**src/sv/wsd_pkg.sv**
```systemverilog
package wsd_pkg;

    typedef enum logic [2:0] {
        PH_HDR0    = 3'd0,
        PH_HDR1    = 3'd1,
        PH_REJECT  = 3'd2,
        PH_EXTLEN  = 3'd3,
        PH_KEY     = 3'd4,
        PH_PAYLOAD = 3'd5
    } wsd_phase_t;

    localparam logic [1:0] KIND_DATA   = 2'd0;
    localparam logic [1:0] KIND_REJECT = 2'd1;
    localparam logic [1:0] KIND_EMPTY  = 2'd2;

    localparam logic [3:0] OPC_TEXT   = 4'h1;
    localparam logic [6:0] LEN_EXT16  = 7'd126;
    localparam logic [6:0] LEN_EXT64  = 7'd127;
    localparam logic [3:0] EXT16_CNT  = 4'd2;
    localparam logic [3:0] EXT64_CNT  = 4'd8;
    localparam logic [2:0] KEY_BYTES  = 3'd4;

    typedef struct packed {
        logic       fin;
        logic       last;
        logic [7:0] data;
        logic [1:0] kind;
    } wsd_item_t;

    typedef struct packed {
        logic full;
        logic empty;
    } wsd_qstat_t;

endpackage

```
**src/sv/wsd_front.sv**
```systemverilog
module wsd_front
    import wsd_pkg::*;
(
    input  logic       aclk,
    input  logic       aresetn,
    input  logic       in_valid,
    output logic       in_ready,
    input  logic [7:0] in_byte,
    input  wsd_qstat_t q_stat,
    output logic       push,
    output wsd_item_t  push_item
);

    wsd_phase_t  phase_reg, phase_next;
    logic [3:0]  ext_left_reg, ext_left_next;
    logic [63:0] pl_left_reg, pl_left_next;
    logic        masked_reg, masked_next;
    logic        fin_reg, fin_next;
    logic [31:0] key_reg, key_next;
    logic [2:0]  key_got_reg, key_got_next;
    logic [1:0]  key_pos_reg, key_pos_next;

    logic        in_fire;
    logic [6:0]  len7;
    logic        len_ext;
    logic [63:0] pl_dec;
    logic [63:0] ext_shift;
    logic [3:0]  ext_cnt_dec;
    logic [2:0]  key_got_inc;
    logic        key_done;
    logic [7:0]  key_byte;

    assign in_ready    = !q_stat.full;
    assign in_fire     = in_valid && in_ready;
    assign len7        = in_byte[6:0];
    assign len_ext     = (len7 == LEN_EXT16) || (len7 == LEN_EXT64);
    assign pl_dec      = pl_left_reg - 64'd1;
    assign ext_shift   = {pl_left_reg[55:0], in_byte};
    assign ext_cnt_dec = (ext_left_reg != 4'd0) ? ext_left_reg - 4'd1 : 4'd0;
    assign key_got_inc = (key_got_reg < KEY_BYTES) ? key_got_reg + 3'd1 : key_got_reg;
    assign key_done    = !(key_got_inc < KEY_BYTES);

    always_comb begin
        case (key_pos_reg)
            2'd0:    key_byte = key_reg[31:24];
            2'd1:    key_byte = key_reg[23:16];
            2'd2:    key_byte = key_reg[15:8];
            default: key_byte = key_reg[7:0];
        endcase
    end

    always_comb begin
        phase_next = phase_reg;
        if (in_fire) begin
            case (phase_reg)
                PH_HDR1: begin
                    if (len_ext) phase_next = PH_EXTLEN;
                    else if (in_byte[7]) phase_next = PH_KEY;
                    else if (len7 == 7'd0) phase_next = PH_HDR0;
                    else phase_next = PH_PAYLOAD;
                end
                PH_REJECT: phase_next = PH_HDR0;
                PH_EXTLEN: begin
                    if (ext_cnt_dec != 4'd0) phase_next = PH_EXTLEN;
                    else if (masked_reg) phase_next = PH_KEY;
                    else if (ext_shift == 64'd0) phase_next = PH_HDR0;
                    else phase_next = PH_PAYLOAD;
                end
                PH_KEY: begin
                    if (!key_done) phase_next = PH_KEY;
                    else if (pl_left_reg == 64'd0) phase_next = PH_HDR0;
                    else phase_next = PH_PAYLOAD;
                end
                PH_PAYLOAD: phase_next = (pl_dec == 64'd0) ? PH_HDR0 : PH_PAYLOAD;
                default: phase_next = (in_byte[3:0] == OPC_TEXT) ? PH_HDR1 : PH_REJECT;
            endcase
        end
    end

    always_comb begin
        ext_left_next  = ext_left_reg;
        pl_left_next   = pl_left_reg;
        masked_next    = masked_reg;
        fin_next       = fin_reg;
        key_next       = key_reg;
        key_got_next   = key_got_reg;
        key_pos_next   = key_pos_reg;
        push           = 1'b0;
        push_item.fin  = fin_reg;
        push_item.last = 1'b1;
        push_item.data = 8'd0;
        push_item.kind = KIND_EMPTY;
        if (in_fire) begin
            case (phase_reg)
                PH_HDR1: begin
                    masked_next = in_byte[7];
                    if (len7 == LEN_EXT16) begin
                        pl_left_next  = 64'd0;
                        ext_left_next = EXT16_CNT;
                    end else if (len7 == LEN_EXT64) begin
                        pl_left_next  = 64'd0;
                        ext_left_next = EXT64_CNT;
                    end else begin
                        pl_left_next = {57'd0, len7};
                        if (in_byte[7]) begin
                            key_got_next = 3'd0;
                            key_next     = 32'd0;
                        end else if (len7 == 7'd0) begin
                            push = 1'b1;
                        end else begin
                            key_pos_next = 2'd0;
                        end
                    end
                end
                PH_REJECT: begin
                    push           = 1'b1;
                    push_item.kind = KIND_REJECT;
                end
                PH_EXTLEN: begin
                    pl_left_next  = ext_shift;
                    ext_left_next = ext_cnt_dec;
                    if (ext_cnt_dec == 4'd0) begin
                        if (masked_reg) begin
                            key_got_next = 3'd0;
                            key_next     = 32'd0;
                        end else if (ext_shift == 64'd0) begin
                            push = 1'b1;
                        end else begin
                            key_pos_next = 2'd0;
                        end
                    end
                end
                PH_KEY: begin
                    key_next     = {key_reg[23:0], in_byte};
                    key_got_next = key_got_inc;
                    if (key_done) begin
                        if (pl_left_reg == 64'd0) push = 1'b1;
                        else key_pos_next = 2'd0;
                    end
                end
                PH_PAYLOAD: begin
                    pl_left_next   = pl_dec;
                    key_pos_next   = key_pos_reg + 2'd1;
                    push           = 1'b1;
                    push_item.kind = KIND_DATA;
                    push_item.data = masked_reg ? (in_byte ^ key_byte) : in_byte;
                    push_item.last = (pl_dec == 64'd0);
                end
                default: fin_next = in_byte[7];
            endcase
        end
    end

    always_ff @(posedge aclk) begin
        if (!aresetn) begin
            phase_reg    <= PH_HDR0;
            ext_left_reg <= 4'd0;
            pl_left_reg  <= 64'd0;
            masked_reg   <= 1'b0;
            fin_reg      <= 1'b0;
            key_reg      <= 32'd0;
            key_got_reg  <= 3'd0;
            key_pos_reg  <= 2'd0;
        end else begin
            phase_reg    <= phase_next;
            ext_left_reg <= ext_left_next;
            pl_left_reg  <= pl_left_next;
            masked_reg   <= masked_next;
            fin_reg      <= fin_next;
            key_reg      <= key_next;
            key_got_reg  <= key_got_next;
            key_pos_reg  <= key_pos_next;
        end
    end

endmodule

```
**src/sv/wsd_queue.sv**
```systemverilog
module wsd_queue
    import wsd_pkg::*;
#(
    parameter int DEPTH = 2
) (
    input  logic       aclk,
    input  logic       aresetn,
    input  logic       push,
    input  wsd_item_t  push_item,
    input  logic       pop,
    output wsd_item_t  pop_item,
    output wsd_qstat_t q_stat
);

    localparam int PTR_W = (DEPTH > 1) ? $clog2(DEPTH) : 1;
    localparam int CNT_W = $clog2(DEPTH + 1);
    localparam logic [PTR_W-1:0] PTR_LAST = PTR_W'(DEPTH - 1);
    localparam logic [CNT_W-1:0] CNT_FULL = CNT_W'(DEPTH);

    wsd_item_t        slot_reg [DEPTH];
    logic [PTR_W-1:0] wr_ptr_reg, wr_ptr_next;
    logic [PTR_W-1:0] rd_ptr_reg, rd_ptr_next;
    logic [CNT_W-1:0] count_reg, count_next;
    logic             do_push, do_pop;

    assign q_stat.full  = (count_reg == CNT_FULL);
    assign q_stat.empty = (count_reg == '0);
    assign do_push      = push && !q_stat.full;
    assign do_pop       = pop && !q_stat.empty;
    assign pop_item     = slot_reg[rd_ptr_reg];

    always_comb begin
        wr_ptr_next = wr_ptr_reg;
        rd_ptr_next = rd_ptr_reg;
        count_next  = count_reg;
        if (do_push) wr_ptr_next = (wr_ptr_reg == PTR_LAST) ? '0 : wr_ptr_reg + PTR_W'(1);
        if (do_pop) rd_ptr_next = (rd_ptr_reg == PTR_LAST) ? '0 : rd_ptr_reg + PTR_W'(1);
        if (do_push && !do_pop) count_next = count_reg + CNT_W'(1);
        else if (do_pop && !do_push) count_next = count_reg - CNT_W'(1);
    end

    always_ff @(posedge aclk) begin
        if (do_push) slot_reg[wr_ptr_reg] <= push_item;
    end

    always_ff @(posedge aclk) begin
        if (!aresetn) begin
            wr_ptr_reg <= '0;
            rd_ptr_reg <= '0;
            count_reg  <= '0;
        end else begin
            wr_ptr_reg <= wr_ptr_next;
            rd_ptr_reg <= rd_ptr_next;
            count_reg  <= count_next;
        end
    end

endmodule

```
**src/sv/wsd_back.sv**
```systemverilog
module wsd_back
    import wsd_pkg::*;
(
    input  logic       aclk,
    input  logic       aresetn,
    input  wsd_qstat_t q_stat,
    input  wsd_item_t  q_item,
    output logic       pop,
    output logic       m_tvalid,
    input  logic       m_tready,
    output logic [7:0] m_tdata,
    output logic [2:0] m_tuser,
    output logic       m_tlast
);

    logic      valid_reg, valid_next;
    wsd_item_t item_reg;

    assign pop = !q_stat.empty && (!valid_reg || m_tready);

    always_comb begin
        valid_next = valid_reg;
        if (pop) valid_next = 1'b1;
        else if (m_tready) valid_next = 1'b0;
    end

    always_ff @(posedge aclk) begin
        if (pop) item_reg <= q_item;
    end

    always_ff @(posedge aclk) begin
        if (!aresetn) valid_reg <= 1'b0;
        else valid_reg <= valid_next;
    end

    assign m_tvalid = valid_reg;
    assign m_tdata  = item_reg.data;
    assign m_tuser  = {item_reg.fin, item_reg.kind};
    assign m_tlast  = item_reg.last;

endmodule

```
**src/sv/websocket_frame_deframer_top.sv**
```systemverilog
// Channel   | Dir | tdata          | tuser                          | tlast
// ----------+-----+----------------+--------------------------------+----------
// s_ (rx)   | in  | [7:0] rx_byte  | -                              | -
// m_ (out)  | out | [7:0] out_byte | [1:0] out_kind, [2] frame_fin  | out_last
//
// One received byte per cycle while s_tready is high; the parser updates its phase on each accepted byte.
// A result is registered in a queue slot, then in the output register, before it leaves.
// Synchronous active-low reset returns the parser to the first header byte.
// A stalled m_ side fills the queue; s_tready drops only when the queue is full.
module websocket_frame_deframer_top
    import wsd_pkg::*;
#(
    parameter int QUEUE_DEPTH = 2
) (
    input  logic       aclk,
    input  logic       aresetn,
    input  logic       s_tvalid,
    output logic       s_tready,
    input  logic [7:0] s_tdata,   // [7:0] rx_byte
    output logic       m_tvalid,
    input  logic       m_tready,
    output logic [7:0] m_tdata,   // [7:0] out_byte
    output logic [2:0] m_tuser,   // [1:0] out_kind, [2] frame_fin
    output logic       m_tlast
);

    wsd_qstat_t q_stat;
    wsd_item_t  push_item, pop_item;
    logic       push, pop;

    wsd_front u_front (
        .aclk      (aclk),
        .aresetn   (aresetn),
        .in_valid  (s_tvalid),
        .in_ready  (s_tready),
        .in_byte   (s_tdata),
        .q_stat    (q_stat),
        .push      (push),
        .push_item (push_item)
    );

    wsd_queue #(
        .DEPTH (QUEUE_DEPTH)
    ) u_queue (
        .aclk      (aclk),
        .aresetn   (aresetn),
        .push      (push),
        .push_item (push_item),
        .pop       (pop),
        .pop_item  (pop_item),
        .q_stat    (q_stat)
    );

    wsd_back u_back (
        .aclk     (aclk),
        .aresetn  (aresetn),
        .q_stat   (q_stat),
        .q_item   (pop_item),
        .pop      (pop),
        .m_tvalid (m_tvalid),
        .m_tready (m_tready),
        .m_tdata  (m_tdata),
        .m_tuser  (m_tuser),
        .m_tlast  (m_tlast)
    );

endmodule

```
**config.mk**
```make
export PLATFORM = sky130hd
export DESIGN_NAME = websocket_frame_deframer_top
export DESIGN_NICKNAME = d
export VERILOG_FILES = /design/src/sv/wsd_pkg.sv /design/src/sv/wsd_front.sv /design/src/sv/wsd_queue.sv /design/src/sv/wsd_back.sv /design/src/sv/websocket_frame_deframer_top.sv
export SDC_FILE = /design/constraint.sdc
export NUM_CORES = 1
export LEC_CHECK = 0
export ABC_AREA = 1
export BUFFER_PORTS_ARGS = -buffer_cell sky130_fd_sc_hd__buf_4
export CORE_MARGIN = 2
export CORE_UTILIZATION = 55
export DETAILED_ROUTE_END_ITERATION = 12
export PLACE_DENSITY = 0.72
export SETUP_SLACK_MARGIN = 0.2
export SLEW_MARGIN = 20
export SYNTH_ARGS = -nofsm -noshare
export SYNTH_HDL_FRONTEND = slang
export SYNTH_SLANG_ARGS = --single-unit
export TNS_END_PERCENT = 30
```
**constraint.sdc**
```tcl
create_clock -name aclk -period 5.3 [get_ports aclk]
set_clock_uncertainty 0.2 [all_clocks]
set_input_delay 0.265 -clock aclk [delete_from_list [all_inputs] [get_ports aclk]]
set_output_delay 0.265 -clock aclk [all_outputs]
set_load 0.02 [all_outputs]
```
==> results.py, run 1 <==
metrics = {
    "outcome": {
        "status": "completed",
    },
    "critical_path": {
        "criticalPathCategory": "register to register",
        "crit_path_frequent_cell": "inv_1",
        "crit_buf_inv": 4,
        "cp-start-kind": "register",
        "critPathRequiredTime_ns": 5.43,
        "slowest_delay_ns": 0.64,
        "end_kind": "register",
        "cp_cell_sequence": "inv_1 -> nor2_1 -> inv_1 -> nor2_4 -> inv_1 -> nand2_1 -> nand2_1 -> nor3_1 -> nand2_2 -> inv_2 -> o21ai_0 -> o21ai_0 -> a21oi_1",
        "r2r_cells": 13,
        "critPathTopFamily": "simple AND/OR/NAND/NOR gates",
        "rrSetupSlack_ns": 1.54,
        "worstPathMaxFanout": 36,
        "slowest_stage": "nor2_4",
        "worstReg2RegEnd": "u_front.key_got_reg[0]",
        "reg2reg_from": "u_front.phase_reg[2]",
        "arrival_ns": 3.89,
    },
    "logic_synthesis": {
        "syn_inst": 1359,
        "synth_area_leader_cell": "dfxtp_1",
        "synthTopCellsByArea": "dfxtp_1 (25%), nand2_1 (15%), edfxtp_1 (12%)",
        "avgSynthCellArea_um2": 6.752,
        "synth_top_area_frac": 0.2509,
        "yosysUniqueCellTypes": 43,
        "ys_seq_area_frac": 0.3687,
        "ys_ff_latch": 151,
        "syn_nets": 1380,
        "netlist_area_mm2": 0.009176,
        "yosys_warnings": 0,
    },
    "floorplanning": {
        "io_pins": 26,
        "core_mm2": 0.01647,
        "rows": 47,
        "die_y_um": 133.2,
        "floorplan.initialDensity": 0.5573,
        "die_area_mm2": 0.01773,
        "die_w_um": 133.2,
    },
    "cts": {
        "cts_num_sinks": 151,
        "cts.clk_slew.worst_paths_ns": 0.07,
        "h-tree-depth": 4,
        "post_cts_resize_count": 0,
        "clkLatencyLatePin_ns": 0.44,
        "ctsLongestPathBuffers": 2,
        "root_buffer": "clkbuf_16",
        "cts-buffers-inserted": 17,
        "cts_tree": "done",
    },
    "sta": {
        "finalSetupViolCount": 0,
        "worst_pin_slew_ns": 1.125,
        "finalHoldViolations": 0,
        "finalSetupTns_ns": 0,
        "clock.fmax_mhz": 265.8,
        "finalWorstSetupSlack_ns": 1.538,
        "rsz0062_at_grt": "no",
        "drv_slew": 0,
        "finalCritPeriodShare": 0.7098,
        "maxSlewHeadroom": 0.2500,
        "period_needed_ns": 3.762,
    },
    "placed_design": {
        "place.gp.congestion": 0.9149,
        "port_buffers": 25,
        "dpl_worst_slack_ns": 1.612,
        "dpl.hpwl_um": 17660,
    },
    "min_path": {
        "whs_endpoint": "u_front.pl_left_reg[50]",
        "hold-path-cell-count": 3,
        "hold_path_class": "input port to register",
        "hp-start": "aresetn",
    },
    "global_routing": {
        "grt_max_degree": 104,
        "grt_pass1_wl_um": 41880,
        "grt_overflow": 0,
        "grt_usage": 0.2934,
        "grt_pass1_vias": 8396,
        "antenna_found_initial": 0,
    },
    "final_layout": {
        "finalNetCount": 1384,
        "n_antenna_cell": 0,
        "drive_above_1_share": 0.08648,
        "final_common_cell": "nand2_1",
        "syn2layout_area_growth_pct": 10.72,
        "multiInputGateArea_mm2": 0.005102,
        "final_cell_mix": "nand2_1 (378), nor2_1 (190), inv_1 (126)",
        "nFillCells": 1581,
        "ff_latch_area_mm2": 0.003383,
        "largest_reg_flops": 64,
    },
    "power_and_ir_drop": {
        "vdd_ir_drop_max_mv": 0.3174,
        "power_per_cell_area_mw_per_mm2": 535.4,
        "power.leakage_nw": 4.335,
    },
    "routing": {
        "wirelength_um": 25570,
        "drt_first_pass_iters": 8,
        "viasPerCell": 5.709,
        "first_iter_violations": 1205,
        "wire_per_inst_um": 16.02,
        "routed-via-count": 9112,
        "drc_errors": 0,
        "final_antenna_net_count": 0,
    },
    "job": {
        "max_cap_viol_count": 0,
    },
}
-- layout make-up --
| class | instances | share of cell area |
|---|---|---|
| well taps | 220 | 0.02709 |
| clock inverters | 14 | 0.01601 |
| flip-flops and latches | 151 | 0.3330 |
| repair buffers | 39 | 0.03103 |
| clock buffers | 18 | 0.04224 |
| multi-input cells | 1023 | 0.5022 |
| inverters | 131 | 0.04840 |
-- Yosys cell counts, drive strengths merged --
master / number
a211oi: 4
buf: 23
o311ai: 2
or2: 2
nor4: 6
edfxtp: 36
a31oi: 8
nand2: 393
nand3: 93
nor3b: 1
o221a: 6
o221ai: 2
nand4: 10
o21bai: 1
nand3b: 5
o21ai: 51
xnor2: 3
nor2: 215
clkbuf: 31
clkinv: 1
nor3: 10
inv: 130
o211ai: 4
o2bb2ai: 1
xor2: 21
and2: 3
dfxtp: 115
a221oi: 48
a21oi: 125
ha: 9
-- worst max-delay path by stage --
stage / from / to / slack [ns] / cells past startpoint
4_1_cts: u_front.phase_reg[2] / u_front.key_got_reg[0] / 1.58 / 13
3_3_place_gp: u_front.phase_reg[2] / u_front.key_got_reg[0] / 1.70 / 13
2_1_floorplan: u_front.pl_left_reg[28] / u_queue.slot_reg[1][0] / 2.67 / 11
5_1_grt: u_front.phase_reg[2] / u_front.key_got_reg[0] / 1.23 / 13
6_report: u_front.phase_reg[2] / u_front.key_got_reg[0] / 1.54 / 13
3_5_place_dp: u_front.phase_reg[2] / u_front.key_got_reg[0] / 1.61 / 13
-- where the power goes --
part | internal, W | switching [W] | leakage (nW) | total (W)
logic | 0.000811 | 0.00191 | 2.80 | 0.00272
clock network | 0.000669 | 0.000554 | 0.287 | 0.00122
registers | 0.00135 | 0.000145 | 1.25 | 0.00149
-- per-layer routing --
metal,track usage,part of all wire,vias to the layer above
met3,0.05441,0.076,34
li1,-,-,4535
met4,0.09338,0.016,0
met1,0.4205,0.46,4171
met2,0.4505,0.45,372
met5,0,0,-
-- cell families (layout without fill, tap and decap cells) --
| logic type | after synthesis | count (layout) | synth area share |
|---|---|---|---|
| and+or+nand+nor | 738 | 738 | 0.3512 |
| buffers and inverters | 185 | 202 | 0.07772 |
| adders and majority gates | 9 | 9 | 0.01227 |
| AOI/OAI and AO/OA | 252 | 252 | 0.1672 |
| xor gates and xnor gates | 24 | 24 | 0.02291 |
| DFF | 151 | 151 | 0.3687 |
-- through the flow --
stage	instance area, um^2	hold slack (ns)	cells	utilization	power [W]
finish	10160	0.04941	1596	0.6170	0.005440
detailed placement	9478	0.2589	1555	0.5756	0.004165
floorplan	9176	0.2034	1359	-	0.003463
global placement	9478	0.2547	1555	0.5756	0.004140
global route	10160	0.05081	1596	0.6170	0.005847
CTS	10160	0.03750	1596	0.6170	0.005396
-- tightest hold or removal path: stages --
cell and delay, ns:
buf_4 0.22, o21ai_0 0.11, a21oi_1 0.04
-- timing repair --
action,in CTS,in global routing
hold endpoints to repair,12,0
hold buffers,9,0
buffers inserted,0,0
(Power assumes the default switching activity.)
==> run 2: changes to the inputs <==
clock period = 3.7 ns   (was 5.3 ns; I/O delays follow)
==> run 2 against run 1 <==
Compared with the run above:
- register-to-register slack got worse by 0.73 ns
- clock-buffer cell count unchanged
- global-route usage increased by 0.79 points
- die area unchanged
- utilization grew 0.46 points
- sequential cell count is the same
- via count shrank 0.38%
- first-iteration DRC count down 25%
- cell count up 0.50%
- combinational power rose by 45%
- critical path type is now input port to register
==> results.py, run 2 (synthesized netlist as in run 1, its figures left out) <==
metrics = {
    "sta": {
        "drv_slew": 0,
        "finalHoldViolations": 0,
        "finalWorstSetupSlack_ns": 0.7928,
        "finalSetupViolCount": 0,
        "worst_pin_slew_ns": 0.8006,
        "finalCritPeriodShare": 0.7857,
        "rsz0062_at_grt": "no",
        "clock.fmax_mhz": 344.0,
        "maxSlewHeadroom": 0.4655,
        "finalSetupTns_ns": 0,
        "period_needed_ns": 2.907,
    },
    "floorplanning": {
        "rows": 47,
        "die_w_um": 133.2,
        "io_pins": 26,
        "core_mm2": 0.01647,
        "floorplan.initialDensity": 0.5573,
        "die_y_um": 133.2,
        "die_area_mm2": 0.01773,
    },
    "routing": {
        "final_antenna_net_count": 0,
        "drt_first_pass_iters": 5,
        "routed-via-count": 9077,
        "viasPerCell": 5.659,
        "wirelength_um": 25790,
        "wire_per_inst_um": 16.08,
        "first_iter_violations": 903,
        "drc_errors": 0,
    },
    "final_layout": {
        "syn2layout_area_growth_pct": 11.55,
        "final_cell_mix": "nand2_1 (378), nor2_1 (190), inv_1 (126)",
        "drive_above_1_share": 0.09104,
        "finalNetCount": 1392,
        "n_antenna_cell": 0,
        "largest_reg_flops": 64,
        "final_common_cell": "nand2_1",
        "fin_cells": 1604,
    },
    "critical_path": {
        "crit_buf_inv": 5,
        "r2r_cells": 16,
        "slowest_delay_ns": 0.54,
        "end_kind": "register",
        "crit_cells": 18,
        "reg2reg_from": "u_front.pl_left_reg[26]",
        "cp-start-kind": "input port",
        "worstPathMaxFanout": 4,
        "criticalPathCategory": "input port to register",
        "slowest_stage": "dlygate4sd3_1",
        "rrSetupSlack_ns": 0.81,
        "worstReg2RegEnd": "u_queue.count_reg[1]",
        "critPathRequiredTime_ns": 3.82,
        "arrival_ns": 3.03,
        "cp-startpoint": "s_tdata[5]",
        "critPathTopFamily": "buffers and inverters",
        "cp_cell_sequence": "dlygate4sd3_1 -> buf_4 -> inv_1 -> nand3_1 -> nor2_1 -> nand2_1 -> inv_1 -> nand2_1 -> nor3_2 -> nand3_1 -> o311ai_1 -> nand2_1 -> inv_1 -> ha_1 -> a21oi_1 -> o21ai_0 -> o21ai_0 -> a21oi_1",
        "cp-endpoint": "u_queue.count_reg[1]",
    },
    "placed_design": {
        "dpl.hpwl_um": 18240,
        "port_buffers": 25,
        "place.gp.congestion": 0.9753,
        "dpl_worst_slack_ns": 0.8374,
        "dp_cells": 1561,
    },
    "power_and_ir_drop": {
        "vdd_ir_drop_max_mv": 0.4542,
        "power.leakage_nw": 4.390,
        "power_per_cell_area_mw_per_mm2": 763.1,
    },
    "cts": {
        "clkLatencyLatePin_ns": 0.44,
        "cts_setup_buffers": 0,
        "h-tree-depth": 4,
        "cts_num_sinks": 151,
        "cts_tree": "done",
        "root_buffer": "clkbuf_16",
        "ctsLongestPathBuffers": 2,
        "cts-buffers-inserted": 17,
        "cts.clk_slew.worst_paths_ns": 0.06,
        "post_cts_resize_count": 0,
    },
    "outcome": {
        "status": "completed",
    },
    "global_routing": {
        "grt_overflow": 0,
        "grt_max_degree": 104,
        "antenna_found_initial": 0,
        "grt_usage": 0.3012,
        "grt_pass1_wl_um": 42610,
        "grt_pass1_vias": 8367,
    },
    "job": {
        "max_cap_viol_count": 0,
    },
    "min_path": {
        "hold_path_class": "register to register",
    },
}
[run 2: changes by cell type in the layout (fill, tap and decap cells not counted), moves of 2 or more]
cell / change
buf_12: +2
buf_4: +4
clkinv_2: +2
clkinv_8: -2
dlygate4sd3_1: +2
[run 2: per-stage QoR]
stage,instance area [um^2],utilization,total power [W],hold slack [ns]
after CTS,10240,0.6217,0.007757,0.2533
after global placement,9548,0.5799,0.005998,0.2330
after global routing,10240,0.6217,0.008400,0.2721
after detailed placement,9548,0.5799,0.006011,0.2380
after floorplan,9176,-,0.004960,0.1234
final,10240,0.6217,0.007812,0.2594
[run 2: worst register-to-register path, stage by stage, from the launching register on]
cell and delay (ns):
dfxtp_1 0.36, nor2_1 0.15, nand2_1 0.10, nor2_1 0.17
nand2_1 0.15, nor2_2 0.19, nand2_1 0.08, nor3_2 0.22
nand3_1 0.11, o311ai_1 0.10, nand2_1 0.14, inv_1 0.10
ha_1 0.25, a21oi_1 0.12, o21ai_0 0.11, o21ai_0 0.16
a21oi_1 0.05
[run 2: layer usage]
layer | GRT usage | up-vias | wire [um]
met2 | 0.4606 | 325 | 11330
met1 | 0.4415 | 4145 | 12040
li1 | - | 4553 | -
met5 | 0 | - | 0
met4 | 0.09693 | 0 | 596
met3 | 0.04300 | 54 | 1827
[run 2: area by class of cell]
| class | instances | area, um^2 |
|---|---|---|
| Sequential cell | 151 | 3383 |
| Multi-Input combinational cell | 1023 | 5102 |
| Clock buffer | 18 | 439.2 |
| Timing Repair Buffer | 47 | 405.4 |
| Tap cell | 220 | 275.3 |
| Inverter | 131 | 491.7 |
| Fill cell | 1538 | 6230 |
| Clock inverter | 14 | 138.9 |
[run 2: worst min-delay path by stage]
stage,start,to,slack (ns),depth (start not counted)
floorplan,aresetn,u_front.fin_reg,0.12,2
global placement,u_front.fin_reg,u_queue.slot_reg[1][11],0.23,0
detailed placement,u_front.fin_reg,u_queue.slot_reg[1][11],0.24,0
CTS,u_front.fin_reg,u_queue.slot_reg[0][11],0.25,0
global route,u_front.fin_reg,u_queue.slot_reg[1][11],0.27,0
finish,u_front.fin_reg,u_queue.slot_reg[1][11],0.26,0
[run 2: power breakdown]
part / internal, W / switching, W / leakage [nW] / total (W)
logic: 0.00118 / 0.00277 / 2.85 / 0.00394
registers: 0.00193 / 0.000204 / 1.25 / 0.00214
clock network: 0.000962 / 0.000769 / 0.290 / 0.00173
total: 0.00407 / 0.00374 / 4.39 / 0.00781
[run 2: timing repair]
item,CTS,global route
hold buffers,11,0
setup endpoints to repair,0,0
hold endpoints to repair,40,0
==> run 3: changes to the inputs <==
ABC_AREA = 0   (was 1)
PLACE_DENSITY = 0.75   (was 0.72)
clock period = 2.42 ns   (was 3.7 ns; I/O delays follow)
==> run 3 against run 2 <==
Compared with the run above:
- the flow now finishes with violations (setup timing)
- setup slack worse by 1.6 ns
- highest routed layer unchanged
- design area is 22% higher
- sequential share of layout area is 5.8 points lower
- worst hold slack worse by 0.23 ns
- clock-buffer cell count is 2 higher
- clock power is 60% higher
- utilization is 17 points higher
- critical path depth is 8 lower
==> results.py, run 3 <==
metrics = {
    "critical_path": {
        "end_kind": "register",
        "critPathTopFamily": "simple AND/OR/NAND/NOR gates",
        "critPathRequiredTime_ns": 2.54,
        "reg2reg_from": "u_front.pl_left_reg[13]",
        "cp-start-kind": "register",
        "crit_path_frequent_cell": "nand4_1",
        "slowest_delay_ns": 0.65,
        "cp_cell_sequence": "nor4_4 -> nand4_1 -> or4_4 -> buf_6 -> o31ai_2 -> nand4_1 -> nor4_2 -> buf_4 -> and3_1 -> a221oi_2",
        "criticalPathCategory": "register to register",
        "slowest_stage": "or4_4",
        "worstPathMaxFanout": 7,
        "arrival_ns": 3.34,
        "cp-startpoint": "u_front.pl_left_reg[13]",
        "crit_buf_inv": 2,
    },
    "logic_synthesis": {
        "ys_seq_area_frac": 0.3873,
        "synth_top_area_frac": 0.2636,
        "ys_ff_latch": 151,
        "synth_area_leader_cell": "dfxtp_1",
        "yosys_warnings": 0,
        "yosys.cell_count.top_type": "nor2_1",
        "netlist_area_mm2": 0.008735,
        "synth-edff-count": 36,
        "yosysUniqueCellTypes": 69,
        "avgSynthCellArea_um2": 7.933,
        "synthTopCellsByArea": "dfxtp_1 (26%), edfxtp_1 (12%), nor2_1 (6.3%)",
        "synthFlopType": "dfxtp_1",
        "syn_inst": 1101,
        "netlist_top_cells_count": "nor2_1 (147), dfxtp_1 (115), nand2_1 (115)",
        "syn_nets": 1122,
        "async_flop_share": 0,
    },
    "routing": {
        "drt_first_pass_iters": 8,
        "viasPerCell": 6.363,
        "final_antenna_net_count": 0,
        "routed-via-count": 9888,
        "wire_per_inst_um": 20.10,
        "wirelength_um": 31240,
        "drc_errors": 0,
        "first_iter_violations": 1304,
    },
    "power_and_ir_drop": {
        "power_per_cell_area_mw_per_mm2": 1049,
        "vdd_ir_drop_max_mv": 0.6514,
        "power.leakage_nw": 4.947,
    },
    "global_routing": {
        "antenna_found_initial": 0,
        "grt_usage": 0.3668,
        "grt_pass1_wl_um": 48280,
        "grt_overflow": 0,
        "grt_max_degree": 71,
        "grt_pass1_vias": 9501,
    },
    "final_layout": {
        "n_antenna_cell": 0,
        "drive_above_1_share": 0.3587,
        "syn2layout_area_growth_pct": 42.96,
        "final_cell_mix": "buf_4 (266), nor2_1 (139), nand2_1 (113)",
        "final_util": 0.7947,
        "largest_reg_flops": 64,
        "finalNetCount": 1346,
        "final_common_cell": "buf_4",
    },
    "floorplanning": {
        "floorplan.initialDensity": 0.5559,
        "core_mm2": 0.01571,
        "die_w_um": 130.0,
        "io_pins": 26,
        "rows": 46,
        "die_area_mm2": 0.01691,
        "die_y_um": 130.0,
    },
    "cts": {
        "cts.clk_slew.worst_paths_ns": 0.07,
        "clkLatencyLatePin_ns": 0.44,
        "cts-buffers-inserted": 17,
        "h-tree-depth": 4,
        "cts_num_sinks": 151,
        "cts_tree": "done",
        "ctsLongestPathBuffers": 2,
        "root_buffer": "clkbuf_16",
    },
    "placed_design": {
        "dpl.hpwl_um": 19480,
        "place.gp.congestion": 1.002,
        "port_buffers": 25,
    },
    "sta": {
        "finalSetupTns_ns": -22.08,
        "finalHoldViolations": 0,
        "clock.fmax_mhz": 310.9,
        "finalSetupViolCount": 59,
        "finalCritPeriodShare": 1.329,
        "worst_pin_slew_ns": 0.6912,
        "maxSlewHeadroom": 0.5356,
        "finalWorstSetupSlack_ns": -0.7966,
        "drv_slew": 0,
        "period_needed_ns": 3.217,
        "rsz0062_at_grt": "yes",
    },
    "min_path": {
        "hold_path_class": "input port to register",
        "hp-start": "s_tdata[4]",
    },
    "job": {
        "max_cap_viol_count": 0,
    },
    "outcome": {
        "violations": "setup timing",
        "status": "finished, violations left",
    },
}
==> run 3: cell count changes in the layout (fill, tap and decap cells not counted), moves of 14 or more <==
cell / change
inv_1: -112
nor2_1: -51
xnor2_1: +15
nor4_4: +14
buf_6: +16
a221oi_1: -39
a21oi_1: -44
nand3_1: -44
buf_4: +232
nor3_1: +38
nand2_1: -265
a22oi_1: +22
==> run 3: cell type report <==
type / count / area (um^2)
clock buffer: 20 / 500.5
clock inverter: 12 / 118.9
fill: 969 / 3226
inverter: 16 / 61.31
multi-input combinational: 837 / 5674
sequential: 151 / 3397
tap: 216 / 270.3
timing repair buffer: 302 / 2465
==> run 3: tightest hold or removal path: cells and delay by family <==
family | cells | cell delay [ns]
buf+inv | 2 | 0.22
xor+xnor | 1 | 0.08
simple gates | 1 | 0.12
==> run 3: what timing repair did <==
item | in CTS | in global routing
resized for setup | 103 | 48
hold endpoints to repair | 22 | 0
pin swaps | 31 | 17
gates cloned | 1 | 0
setup buffers | 18 | 1
hold buffers | 12 | 0
endpoints found under the setup margin | 101 | 116
==> run 3: kinds of logic after synthesis <==
| kind of cell | count (synthesis) | share of synthesized area |
|---|---|---|
| AOI/OAI and AO/OA | 259 | 0.1914 |
| xor gates and xnor gates | 45 | 0.04512 |
| adders and majority gates | 9 | 0.01289 |
| buffers and inverters | 113 | 0.05243 |
| DFF | 151 | 0.3873 |
| muxes | 15 | 0.01891 |
| and+or+nand+nor | 509 | 0.2919 |
==> run 3: worst paths after layout <==
| kind | endpoint | slack (ns) | cells after the start |
|---|---|---|---|
| setup reg to reg | u_front.phase_reg[2] | -0.80 | 10 |
| hold / removal | u_queue.slot_reg[1][6] | 0.03 | 4 |
| setup / recovery | u_front.phase_reg[2] | -0.80 | 10 |
| hold reg to reg | u_front.key_reg[27] | 0.26 | 2 |
==> run 3: where the power goes <==
part	internal (W)	total (W)	switching, W
Clock	0.00154	0.00276	0.00121
Sequential	0.00285	0.00302	0.000172
Combinational	0.00358	0.00732	0.00375
==> run 3: per-layer routing <==
metal	track usage	routed length [um]
met4	0.1980	1569
met3	0.08364	2898
met1	0.4322	11510
met5	0	0
met2	0.6224	15260
==> run 3: per-stage QoR <==
stage | setup WS [ns] | std cells | hold WS (ns) | power (W) | instance area (um^2)
detailed placement | -0.8815 | 1490 | 0.2475 | 0.008821 | 10870
CTS | -0.7126 | 1553 | 0.01620 | 0.01261 | 12240
finish | -0.7966 | 1554 | 0.02556 | 0.01310 | 12490
floorplan | -0.6977 | 1101 | 0.04271 | 0.006187 | 8890
global route | -0.9384 | 1554 | 0.02632 | 0.01365 | 12490
global placement | -0.7762 | 1490 | 0.2336 | 0.008707 | 10870
